<file path="config.mk">
export PLATFORM = sky130hd
export DESIGN_NAME = mf3x3_ram
export DESIGN_NICKNAME = d
export VERILOG_FILES = /design/src/rtl/core/mf3x3_ram.sv
export SDC_FILE = /design/constraint.sdc
export NUM_CORES = 2
export LEC_CHECK = 0
export BUFFER_PORTS_ARGS = -buffer_cell sky130_fd_sc_hd__buf_2
export CAP_MARGIN = 30
export CORE_ASPECT_RATIO = 0.6
export CORE_MARGIN = 10
export CORE_UTILIZATION = 55
export CTS_BUF_LIST = sky130_fd_sc_hd__clkbuf_2 sky130_fd_sc_hd__clkbuf_4 sky130_fd_sc_hd__clkbuf_8
export DETAILED_ROUTE_END_ITERATION = 10
export PLACE_DENSITY = 0.67
export SLEW_MARGIN = 0
export SYNTH_ARGS = -nofsm -noshare
export SYNTH_HDL_FRONTEND = slang
export SYNTH_SLANG_ARGS = --single-unit
</file>
<file path="constraint.sdc">
create_clock -name clock -period 2.9 [get_ports clock]
set_input_delay 0.145 -clock clock [delete_from_list [all_inputs] [get_ports clock]]
set_output_delay 0.145 -clock clock [all_outputs]
set_load 0.005 [all_outputs]
</file>
<file path="src/rtl/core/mf3x3_ram.sv">
module mf3x3_ram #(
   parameter  int WIDTH = 8,
   parameter  int DEPTH = 512,
   localparam int AW    = $clog2(DEPTH)
) (
   input  logic             clock,
   input  logic             wr_en,
   input  logic [AW-1:0]    wr_addr,
   input  logic [WIDTH-1:0] wr_data,
   input  logic             rd_en,
   input  logic [AW-1:0]    rd_addr,
   output logic [WIDTH-1:0] rd_data
);

   logic [WIDTH-1:0] store_ff [DEPTH];
   logic [WIDTH-1:0] rd_data_ff;

   always_ff @(posedge clock) begin
      if (wr_en) begin
         store_ff[wr_addr] <= wr_data;
      end
      if (rd_en) begin
         rd_data_ff <= store_ff[rd_addr];
      end
   end

   assign rd_data = rd_data_ff;

endmodule
</file>
# Word-level counts from Yosys, hierarchy flattened
# Memories as Yosys holds them, arrays and structs flattened. A register that Yosys moved wholly into a read port is not among the register bits.
# Cells that the tools add are included.
# word_totals
reg_bits,0
mem_bits_rw,4096
inputBits,29
mem_count,1
# classes
muxes,2
# memory_table
name,depth,width,read_ports,rd_ports_with_merged_regs,write_ports,line_no,text
store_ff,512,8,1,1,1,15,logic [WIDTH-1:0] store_ff [DEPTH];
# ops
operator,count
$mux 1,2

# Logic depth before layout (Yosys ltp)
# logic_depth
depth_word,2
ltp_mapped,12

# Least setup slack after synthesis
# No wires, ideal clock.
# synth_timing
kind,input-to-reg
from,input rd_addr[0]
to,register rd_data_ff[0] (netlist: rd_data[0]) (read register of store_ff) (data pin)
setup_time_ns,0.257
arrival_ns,1.999
required_ns,2.643
path_slack_ns,0.644
cell_stages,10
cell_sequence,buf_4 -> buf_12 -> buf_12 -> buf_2 -> mux4_2 -> o21ai_0 -> nand3_1 -> nand4_1 -> o21ai_0 -> o2111a_1
# synth_lines
element,line_no,text
start: declaration,11,"input logic [AW-1:0] rd_addr,"
end: declaration,16,logic [WIDTH-1:0] rd_data_ff;

==> flow_summary.yaml <==
run_status:
  status: "complete, but fails checks"
  failed_checks: "setup timing"
sta:
  fin_crit_ns: 2.92
  rsz0062_at_grt: "false"
  worst_pin_slew_ns: 0.964
  period_share_pct: 101
  holdWs_ns: 0.104
  maxSlewViolCount: 0
  slew_headroom_pct: 35.0
  setup_slack_ns: -0.0189
  skew_ns: 0.0701
  timing.fmax_mhz: 343
  hold_viol: 0
  tns_ns: -0.0189
  finalSetupViolations: 1
clock_tree:
  clock_path_buffers: 4
  cts_buffers: 581
  cts.clk_slew.worst_paths_ns: 0.07
  clock_latency_ns: 1.10
  htreeDepth: 6
  clock_sinks: 4104
  cts_tree: "yes"
  cts_root_buf: "clkbuf_8"
  cts_setup_buffers: 0
detailed_routing:
  via_per_inst: 6.57
  num_vias: 90072
  drt_iter0_drc: 14592
  avgRoutedWirePerCell_um: 32.9
  wl_mm: 451
  drt-pass1-iter-count: 9
  drcViolationCount: 0
  antenna_left: 0
power:
  power_switching_mw: 26.2
  p_per_area_nw_per_um2: 630
  power_frac_clock_pct: 38.1
  p_comb_share_pct: 6.1
  power_mw: 117
  internal_power_mw: 90.7
  p_leak_nw: 61.6
  seqPwrFrac_pct: 55.9
  ir_drop_v: 0.000555
  switching_share_pct: 22.4
die:
  die_area_um2: 314000
  rows: 153
  die_h_um: 438
  start_util_pct: 55.2
  die_x_um: 716
  core_um2: 290000
  ios: 37
logic_synthesis:
  synth_fp_nets: 8059
  syn-mean-instance-area_um2: 19.9
  ys_seq_area_share_pct: 77.0
  dominantRegCellSynth: "edfxtp_1"
  ys_warn_count: 0
  syn_inst: 8030
  synth_area_um2: 160000
  synth_most_common_cell: "edfxtp_1"
  synth_top_area_share_pct: 77.0
  ys_types: 50
  synth_area_leaders: "edfxtp_1, mux4_2, mux2i_1, o221ai_1, nor2_1"
  async_reset_ff_share_pct: 0
  ys_ff_latch: 4104
  yosys-top-cells-count: "edfxtp_1, mux2i_1, mux4_2, nor2_1, o221ai_1"
  synth_edf_count: 4104
  yosys.area.top_type: "edfxtp_1"
cells_and_area:
  stdcell_area_um2: 186000
  area_delta_synth_final_pct: 16.0
  fill_cells: 19296
  fin_cells: 13718
  regArea_um2: 123000
  drive_gt1_share_pct: 29.5
  multi_input_area_um2: 34100
  nNetsFinal: 9466
worst_setup_path:
  r2r-end: "rd_data[0]"
  regToRegSetupSlack_ns: -0.02
  end_kind: "flip-flop"
  critPathKind: "flip-flop to flip-flop"
  reg2regPathDepth: 5
  crit_end: "rd_data[0]"
  path_common_cell: "mux4_2"
  cp_max_fo: 1
  crit_slowest_cell: "o22ai_1"
  slowest_delay_ns: 0.65
  cp.arrival_ns: 3.75
  crit_start: "store_ff[151][0]"
  cp_cell_sequence: "mux4_2 > mux4_2 > o22ai_1 > nor2_1 > o2111a_1"
  critPathLaunchType: "flip-flop"
  critPathRequiredTime_ns: 3.74
  rr_startpoint: "store_ff[151][0]"
global_routing:
  antenna_found_initial: 14
  grt_max_degree: 144
  grt_pass1_vias: 86747
  grt_overflow: 0
  globalRouteTotalUtil_pct: 28.3
  grt_pass1_wl_mm: 640
place:
  gp_congestion: 0.936
  hpwl_mm: 296
  placed_cells: 12709
  placed_area_um2: 174000
  port-buffer-count: 36
job:
  maxCapViolCount: 0
hold_path:
  hold_depth: 2
  min_from: "wr_data[0]"
  hp-class: "primary input to flip-flop"
## critical path: cells and delay by family (launching register included)
kind	cells	cell delay (ns)
DFF	1	0.37
muxes	2	1.11
AOI/OAI and AO/OA	2	0.86
and+or+nand+nor	1	0.34
## flip-flops by register name, indices dropped and copies added, names as in the netlist
name and cells:
store_ff 4096, rd_data 8
## power by group through the flow
stage                     Clock (mW)  Combinational [mW]  Sequential, mW
after floorplan                    0                3.11            66.6
after global placement             0                6.79            66.6
after detailed placement           0                6.90            66.6
after CTS                       44.8                6.94            65.3
after global routing            47.6                7.32            65.3
final                           44.5                7.08            65.4
## cell usage in the layout, fill, tap and decap left out, drive strengths merged, types with 17 or more instances in the layout
cell | netlist | final
nand4 | 32 | 32
edfxtp | 4104 | 4104
clkbuf | 265 | 795
a211oi | 17 | 17
nand3 | 36 | 36
mux2i | 797 | 797
o21ai | 119 | 119
nor4 | 36 | 36
and2 | 20 | 20
a22oi | 61 | 61
nand2 | 111 | 111
o221ai | 372 | 372
a21oi | 194 | 194
mux4 | 654 | 654
buf | 248 | 1316
nor2 | 597 | 597
o22ai | 163 | 163
dlygate4sd3 | 0 | 19
clkinv | 0 | 148
nor3 | 109 | 109
## kinds of logic after synthesis
logic type | Yosys count | synth area share [%]
flops | 4104 | 77.0
mux | 1451 | 14.2
simple gates | 980 | 2.63
compound gates | 979 | 4.31
buf+inv | 516 | 1.85
## routing by layer
| metal | vias to the layer above | track usage (%) | routed length (µm) |
|---|---|---|---|
| met1 | 46493 | 44.9 | 186000 |
| met4 | 2 | 6.87 | 11400 |
| met5 | - | 0 | 13 |
| met3 | 678 | 10.1 | 69800 |
| met2 | 6644 | 37.3 | 184000 |
| li1 | 36255 | - | - |
## repair_timing
action,in CTS,in global routing
resized for setup,4,7
endpoints found under the setup margin,3,4
endpoints found under the hold margin,4064,0
pin swaps,0,1
hold buffers,19,0
## worst min path at each step
stage	end
after floorplan	store_ff[0][0]
final	store_ff[510][0]
after global placement	store_ff[470][0]
after CTS	store_ff[263][5]
after detailed placement	store_ff[493][0]
after global routing	rd_data[7]
## cell type report
cell class / instances / share of cell area [%]
multi-input combinational: 3410 / 18.4
antenna: 7 / 0.00944
clock buffer: 793 / 5.24
clock inverter: 189 / 0.667
sequential: 4104 / 66.4
tap: 3875 / 2.61
inverter: 3 / 0.0101
timing repair buffer: 1337 / 6.68
## metrics by stage
stage	setup slack, ns	utilization [%]
2_1_floorplan	0.644	-
3_3_place_gp	-1.30	60.2
3_5_place_dp	-0.984	60.2
4_1_cts	0.0230	64.1
5_1_grt	0.0106	64.1
6_report	-0.0189	64.1
No activity file was read; power rests on OpenSTA's default activity.
